<file path="config.mk">
export PLATFORM = sky130hd
export DESIGN_NAME = msg_engine
export DESIGN_NICKNAME = d
export VERILOG_FILES = /design/src/hw/rtl/msg_engine.sv
export SDC_FILE = /design/constraint.sdc
export NUM_CORES = 2
export LEC_CHECK = 0
export BUFFER_PORTS_ARGS = -buffer_cell sky130_fd_sc_hd__buf_2
export CORE_ASPECT_RATIO = 1.4
export CORE_UTILIZATION = 50
export DETAILED_ROUTE_END_ITERATION = 8
export GPL_ROUTABILITY_DRIVEN = 0
export PLACE_DENSITY = 0.67
export SETUP_SLACK_MARGIN = 0.2
export SYNTH_ARGS = -nofsm -noshare
export SYNTH_HDL_FRONTEND = slang
export SYNTH_SLANG_ARGS = --single-unit
</file>
<file path="constraint.sdc">
create_clock -name clk -period 37.9 [get_ports clk]
set_clock_uncertainty 0.15 [all_clocks]
set_input_delay 5.685 -clock clk [delete_from_list [all_inputs] [get_ports clk]]
set_output_delay 5.685 -clock clk [all_outputs]
set_load 0.01 [all_outputs]
</file>
<file path="src/hw/rtl/msg_engine.sv">
// Run sequencer: walks the unit table once per pass for reduction and
// composition. Depends on msg_table read timing (registered read data).
module msg_engine #(
  parameter int NUM_UNITS     = 64,
  parameter int NUM_MATERIALS = 64,
  parameter int UA            = 6
) (
  input  logic                       clk,
  input  logic                       rst,
  input  logic                       run,
  input  logic [NUM_UNITS-1:0]       base,
  input  logic [NUM_MATERIALS-1:0]   raw,
  input  logic [NUM_MATERIALS-1:0]   prod,
  output logic                       rd_en,
  output logic [UA-1:0]              rd_addr,
  input  logic [2*NUM_MATERIALS-1:0] rd_data,
  output logic                       busy,
  output logic                       done,
  output logic                       found,
  output logic [NUM_UNITS-1:0]       units_out,
  output logic [NUM_MATERIALS-1:0]   mats_out
);

  localparam int NM = NUM_MATERIALS;
  localparam int NU = NUM_UNITS;
  localparam int IW = $clog2(NM + 2);

  localparam logic [1:0] S_IDLE = 2'd0;
  localparam logic [1:0] S_SCAN = 2'd1;
  localparam logic [1:0] S_EVAL = 2'd2;
  localparam logic [1:0] S_NEXT = 2'd3;

  localparam logic [1:0] PH_INIT = 2'd0;
  localparam logic [1:0] PH_RED  = 2'd1;
  localparam logic [1:0] PH_COMP = 2'd2;

  logic [1:0]    state;
  logic [1:0]    phase;
  logic          iss;
  logic [UA-1:0] addr;
  logic          rd_vld;
  logic [UA-1:0] rd_idx;
  logic [IW-1:0] it;
  logic          fail;

  logic [NU-1:0] base_r;
  logic [NU-1:0] units;
  logic [NU-1:0] chosen;
  logic [NM-1:0] acc_c, acc_p, acc_rp;
  logic [NM-1:0] nonprod, need, incl, covered, sel;

  logic [NM-1:0] c_u, p_u, mats, fresh, vec, low;
  logic          rem, keep, add, last_data;

  assign c_u   = rd_data[2*NM-1:NM];
  assign p_u   = rd_data[NM-1:0];
  assign mats  = acc_c | acc_p;
  assign fresh = (acc_c & ~acc_p) & acc_rp & ~raw;
  assign vec   = (phase == PH_COMP) ? need : nonprod;
  assign low   = vec & (~vec + 1'b1);

  // removal is against the whole run pool, not just the surviving units
  assign rem  = base_r[rd_idx] && ((c_u & sel) != '0);
  assign keep = units[rd_idx] && !rem;
  assign add  = units[rd_idx] && ((p_u & sel) != '0);
  assign last_data = rd_vld && (rd_idx == UA'(NU - 1));

  assign busy    = (state != S_IDLE);
  assign rd_en   = (state == S_SCAN) && iss;
  assign rd_addr = addr;

  always_ff @(posedge clk) begin
    if (rst) begin
      state  <= S_IDLE;
      phase  <= PH_INIT;
      iss    <= 1'b0;
      rd_vld <= 1'b0;
      done   <= 1'b0;
    end else begin
      done <= 1'b0;
      unique case (state)
        S_IDLE: begin
          if (run) begin
            base_r <= base;
            units  <= '0;
            it     <= '0;
            phase  <= PH_INIT;
            sel    <= '0;
            iss    <= 1'b1;
            addr   <= '0;
            acc_c  <= '0;
            acc_p  <= '0;
            acc_rp <= '0;
            state  <= S_SCAN;
          end
        end
        S_SCAN: begin
          if (iss) begin
            addr <= addr + 1'b1;
            if (addr == UA'(NU - 1)) begin
              iss <= 1'b0;
            end
          end
          rd_vld <= iss;
          rd_idx <= addr;
          if (rd_vld) begin
            unique case (phase)
              PH_INIT: begin
                if (base_r[rd_idx]) begin
                  if ((p_u & raw) == '0) begin
                    units[rd_idx] <= 1'b1;
                    acc_c <= acc_c | c_u;
                    acc_p <= acc_p | p_u;
                  end
                end
              end
              PH_RED: begin
                if (rem) begin
                  units[rd_idx] <= 1'b0;
                  acc_rp <= acc_rp | p_u;
                end
                if (keep) begin
                  acc_c <= acc_c | c_u;
                  acc_p <= acc_p | p_u;
                end
              end
              default: begin
                if (add) begin
                  chosen[rd_idx] <= 1'b1;
                  acc_c   <= acc_c | c_u;
                  covered <= covered | c_u | p_u;
                end
              end
            endcase
          end
          if (last_data) begin
            state <= S_EVAL;
          end
        end
        S_EVAL: begin
          unique case (phase)
            PH_INIT: begin
              nonprod <= mats & ~raw & ~acc_p;
              fail    <= (prod & ~mats) != '0;
            end
            PH_RED: begin
              nonprod <= (nonprod & mats) | fresh;
              fail    <= (prod & ~mats) != '0;
              it      <= it + 1'b1;
            end
            default: begin
              need <= (need | acc_c) & ~(raw | incl);
              it   <= it + 1'b1;
            end
          endcase
          state <= S_NEXT;
        end
        default: begin
          acc_c  <= '0;
          acc_p  <= '0;
          acc_rp <= '0;
          addr   <= '0;
          if (phase != PH_COMP) begin
            priority if (fail) begin
              done      <= 1'b1;
              found     <= 1'b0;
              units_out <= '0;
              mats_out  <= '0;
              state     <= S_IDLE;
            end else if ((nonprod != '0) && (it <= IW'(NM))) begin
              sel   <= low;
              phase <= PH_RED;
              iss   <= 1'b1;
              state <= S_SCAN;
            end else begin
              // composition starts from the products
              need    <= prod;
              incl    <= '0;
              chosen  <= '0;
              covered <= '0;
              it      <= '0;
              phase   <= PH_COMP;
            end
          end else begin
            if ((need != '0) && (it <= IW'(NM))) begin
              sel   <= low;
              incl  <= incl | low;
              iss   <= 1'b1;
              state <= S_SCAN;
            end else begin
              done      <= 1'b1;
              found     <= 1'b1;
              units_out <= chosen;
              mats_out  <= covered;
              state     <= S_IDLE;
            end
          end
        end
      endcase
    end
  end

endmodule

</file>
# Word level (Yosys, flattened, before mapping)
# Cells that the tools add are included.
# word_totals
inputBits	323
out_inout_bits	138
elab_cells	252
reg_bits	860
# op_classes
n_lt_le_gt_ge	3
add_sub_neg	3
n_mux	95
bitwise	38
n_reduce_logical	51
eq_ne	39
# ops
operator	n
$mux W64	42
$pmux W64 S2	9
$and A64 B64 Y64	13
$or A64 B64 Y64	12
$pmux W64 S3	3
$not A64 Y64	6
$reduce_bool A64 Y1	5
$add A64 B1 Y64 const B	1
$logic_not A64 Y1	1
$mux W7	5
$reduce_and A8 Y1	4
$ne A2 B2 Y1 const B	15
$pmux W7 S3	1
$mux W2	9
$pmux W6 S3	1
$reduce_and A6 Y1	3
$mux W1	17
$reduce_bool A2 Y1	7
$bmux W1 S6	2
$eq A6 B6 Y1 const B	2
$mux W6	2
$ne A3 B1 Y1 const B	4
$ne A3 B3 Y1 const B	4
$reduce_and A3 Y1	4
other kinds (29)	57

# Logic depth before layout (Yosys ltp)
# logic_depth
depth_word	10
ltp_mapped	13
depth_no_buf	8

# Worst setup path before layout
# OpenSTA, ideal clock, no wires.
# synth_timing
path_kind	input port to flip-flop
from	input rd_data[10]
to	register units[0], enable pin
setup_time_ns	0.828
arrival_time_ns	16.629
path_slack_ns	20.294
n_path_buf	0
cell_stages	7
required_ns	36.922
path_cell_list	a22o_1 -> a221oi_1 -> nand4_1 -> nor4_1 -> and4_1 -> a21oi_1 -> a2111oi_0
# synth_via
elab_chain_cells	4
# synth_rtl
item	line	rtl
start: declaration	16	input logic [2*NUM_MATERIALS-1:0] rd_data,
$and A64 B64 Y64	110	if ((p_u & raw) == '0) begin
$logic_not A64 Y1	110	
$ne A3 B3 Y1 (no line)	n/a	
$reduce_and A8 Y1 (no line)	n/a	
end signal: assignment	85	units <= '0;
end signal: indexed assignment	111	units[rd_idx] <= 1'b1;
end signal: indexed assignment	119	units[rd_idx] <= 1'b0;
end: declaration	47	logic [NU-1:0] units;
# Every way passes these cells.
# A chain may end at the register's enable or synchronous reset.

# Worst setup path in the final report
# layout_timing
from	input rd_data[54]
to	register acc_c[4], enable pin
# layout_via
elab_chain_cells	5
word_cells_on_any_way	8
classes_between	eq/ne (2); bitwise (2); reduce/logical (4)
# layout_rtl
item	line	rtl
$and A64 B64 Y64	65	assign add = units[rd_idx] && ((p_u & sel) != '0);
$reduce_bool A64 Y1	65	
$logic_and A1 B1 Y1	65	
$ne A4 B2 Y1 (no line)	n/a	
$reduce_and A8 Y1 (no line) *	n/a	
end signal: assignment	112	acc_c <= acc_c | c_u;
end signal: assignment	123	acc_c <= acc_c | c_u;
end signal: assignment	130	acc_c <= acc_c | c_u;
end: declaration	49	logic [NM-1:0] acc_c, acc_p, acc_rp;
# Every way passes the cells marked *; elsewhere a longest branch is shown, timed or not.

==> impl_metrics.json <==
{
  "status": "complete, but fails checks",
  "violations": "DRC",
  "wl_per_cell_um": 31.7,
  "end_kind": "flop",
  "synth_warnings": 0,
  "synth_cells": 3466,
  "hold_ws_ps": 363,
  "placed_area_um2": 43400,
  "io_pins": 461,
  "rows": 122,
  "synth.avg_cell_area_um2": 11.6,
  "clock-root-buffer": "clkbuf_16",
  "fill_cells": 6628,
  "finalPower_uw": 2960,
  "vdd_ir_drop_max_mv": 0.0768,
  "timing.rr.start": "phase[1]",
  "synth_seq_cells": 860,
  "cts_setup_buffers": 0,
  "worstPathCellList": "buf_2 -> a22oi_1 -> nand4_1 -> nor4_1 -> and4_1 -> a221oi_1 -> a311oi_4 -> buf_4 -> buf_4",
  "dieHeight_um": 337,
  "multi_input_area_um2": 13600,
  "hold_depth": 2,
  "cpPeakStageDelay_ps": 690,
  "startpoint_type": "input port",
  "dp_hpwl_um": 113000,
  "ctsResizeCount": 0,
  "synth.area.top_cells": "edfxtp_1, nor2_1, nor3_1",
  "yosysSeqAreaShare": 0.643,
  "grt_max_degree": 166,
  "utilization": 0.585,
  "finalSetupTns_ps": 0,
  "mappedNetlistNets": 3796,
  "setup_viol": 0,
  "ys.flop_type": "edfxtp_1",
  "worstPathMaxFanout": 40,
  "cp-startpoint": "rd_data[54]",
  "rsz0062_at_grt": "false",
  "cts_tree": "built",
  "reg2reg_slack_ps": 32250,
  "drive_gt1_frac": 0.193,
  "htree_levels": 3,
  "die_w_um": 241,
  "power.density_nw_per_um2": 63.9,
  "path_class": "in2reg",
  "wirelength_um": 160000,
  "async_flop_share": 0,
  "cp.arrival_ps": 9080,
  "dieArea_um2": 81200,
  "grt_pass1_wl_um": 221000,
  "first_pass_iters": 9,
  "initial_core_util": 0.505,
  "worst_pin_slew_ps": 1280,
  "crit_top_cell": "buf_4",
  "grt_use_met2": 0.596,
  "seqCellArea_um2": 25800,
  "grtUsageMet1": 0.441,
  "cts-hold-fix-buffers": 0,
  "crit_end": "acc_c[4]",
  "clk_pin_slew_ps": 60,
  "syn_to_final_growth_pct": 15.7,
  "design_area_um2": 46300,
  "slowest_stage": "buf_4",
  "worst_hold_path_type": "reg2reg",
  "drtIter0Drc": 5096,
  "use_met3": 0.131,
  "cp_data_required_time_ps": 38050,
  "worstRegToRegCells": 8,
  "syn_area_um2": 40000,
  "p_leak_uw": 0.0162,
  "track_usage": 0.392,
  "drc": 213,
  "grt_pass1_vias": 30400,
  "post-route-period-util": 0.236,
  "dr_total_vias": 32700,
  "vias_per_cell": 6.50,
  "final_hold_viol_count": 0,
  "ys_types": 84,
  "drv_slew": 0,
  "gr-total-overflow": 0,
  "relSlewSlack": 0.144,
  "maxCapViolCount": 0,
  "synth_edf_count": 853,
  "coreArea_um2": 79200,
  "reg2reg_to": "sel[49]",
  "final_nets": 4227,
  "cts.sinks": 860,
  "max_clock_freq_mhz": 112,
  "cts.path.max_buffers": 3,
  "clk_latency_ps": 700,
  "busiest_layer": "met2",
  "port_buffers": 460,
  "antenna_found_initial": 27,
  "numCtsBuffers": 86,
  "yosys.area.top_type_share": 0.640,
  "ant_nets": 0,
  "yosysTopAreaCell": "edfxtp_1",
  "min_period_ps": 8940
}
where the power goes:
part | switching, µW | total (µW) | internal [µW]
clock | 391 | 883 | 492
combinational | 453 | 647 | 195
sequential | 147 | 1430 | 1280
total | 991 | 2960 | 1970
worst min path at each step:
stage,startpoint,to
floorplan,iss,iss
global placement,iss,iss
detailed placement,iss,iss
CTS,iss,iss
global route,iss,iss
finish,iss,iss
logic make-up (layout without fill, tap and decap cells):
family          after synthesis  after routing  synth area share
simple gates               1674           1674             0.190
flops                       860            860             0.643
compound gates              581            581             0.101
buf+inv                     191            689            0.0198
mux                         144            144            0.0423
xor+xnor                      9              9           0.00197
fa+ha+maj                     7              7           0.00219
other cells                   0             19                 0
final cells by class:
| cell class | count | area share |
|---|---|---|
| tap | 1054 | 0.0285 |
| clock inverter | 53 | 0.0125 |
| timing repair buffer | 503 | 0.0567 |
| multi-input combinational | 2415 | 0.294 |
| clock buffer | 102 | 0.0482 |
| antenna | 19 | 0.00103 |
| sequential | 860 | 0.556 |
| inverter | 31 | 0.00284 |
synth_stat cells, types with 5 or more instances:
master	number
a41oi_1	5
and3_1	9
nor4b_1	6
a21oi_1	69
nor3b_1	20
clkbuf_1	116
nor2_1	1029
and4_1	5
buf_1	12
dfxtp_1	7
a2111oi_0	8
xnor2_1	6
mux2i_1	54
inv_1	29
nand2_1	80
nor2b_1	16
ha_1	7
nor3_1	193
a221oi_1	45
a22o_1	41
nor4_1	37
or4_1	6
or3b_2	5
a31oi_1	24
or3_1	23
and2_1	142
o21ai_0	136
edfxtp_1	853
o21a_1	17
a22oi_1	48
nand2b_1	12
nand4_1	29
mux2_2	78
buf_2	24
nand3b_1	10
nand3_1	35
mux4_2	11
buf_4	5
o211ai_1	67
a211oi_1	67
o22a_1	6
o31ai_1	5
state kept, by name, indices dropped and copies added (netlist names):
register / cells
acc_c: 64
acc_p: 64
acc_rp: 64
base_r: 64
chosen: 64
covered: 64
incl: 64
mats_out: 64
need: 64
nonprod: 64
sel: 64
units: 64
units_out: 64
it: 7
rd_addr: 6
rd_idx: 6
phase: 2
state: 2
done: 1
fail: 1
found: 1
iss: 1
rd_vld: 1
critical path, delay by kind of cell:
| family | cells | cell delay, ps |
|---|---|---|
| AOI/OAI and AO/OA | 3 | 760 |
| buffers and inverters | 3 | 1360 |
| and+or+nand+nor | 3 | 1210 |
cell usage in the layout (no fill, tap or decap), types with 11 or more instances in the layout:
cell type | netlist | routed
edfxtp_1 | 853 | 853
nand2_1 | 80 | 80
mux2i_1 | 54 | 54
nor3_1 | 193 | 192
nor2_1 | 1029 | 1026
clkbuf_16 | 0 | 87
a22oi_1 | 48 | 48
diode_2 | 0 | 19
and2_1 | 142 | 142
a221oi_1 | 45 | 45
mux4_2 | 11 | 11
a211oi_1 | 67 | 67
o21a_1 | 17 | 17
nor3b_1 | 20 | 17
buf_2 | 24 | 460
a22o_1 | 41 | 41
clkinv_1 | 0 | 13
clkinv_2 | 0 | 16
or3_1 | 23 | 23
o211ai_1 | 67 | 67
buf_4 | 5 | 42
nand3_1 | 35 | 35
inv_1 | 29 | 29
mux2_2 | 78 | 78
a21oi_1 | 69 | 69
nand4_1 | 29 | 29
a31oi_1 | 24 | 24
nor2b_1 | 16 | 16
nor4_1 | 37 | 34
o21ai_0 | 136 | 136
clkbuf_1 | 116 | 15
per-layer routing:
metal  share of wire  vias to the layer above
li1                -                    13800
met1            0.32                    15700
met2            0.44                     2520
met3            0.13                      716
met4            0.10                       26
met5          0.0026                        -
metrics by stage:
| stage | setup WS (ps) | cells |
|---|---|---|
| finish | 28960 | 5037 |
| global route | 28910 | 5027 |
| CTS | 29030 | 5017 |
| detailed placement | 28530 | 4862 |
| global placement | 28570 | 4862 |
| floorplan | 20290 | 3466 |
No activity file was read; power rests on OpenSTA's default activity.
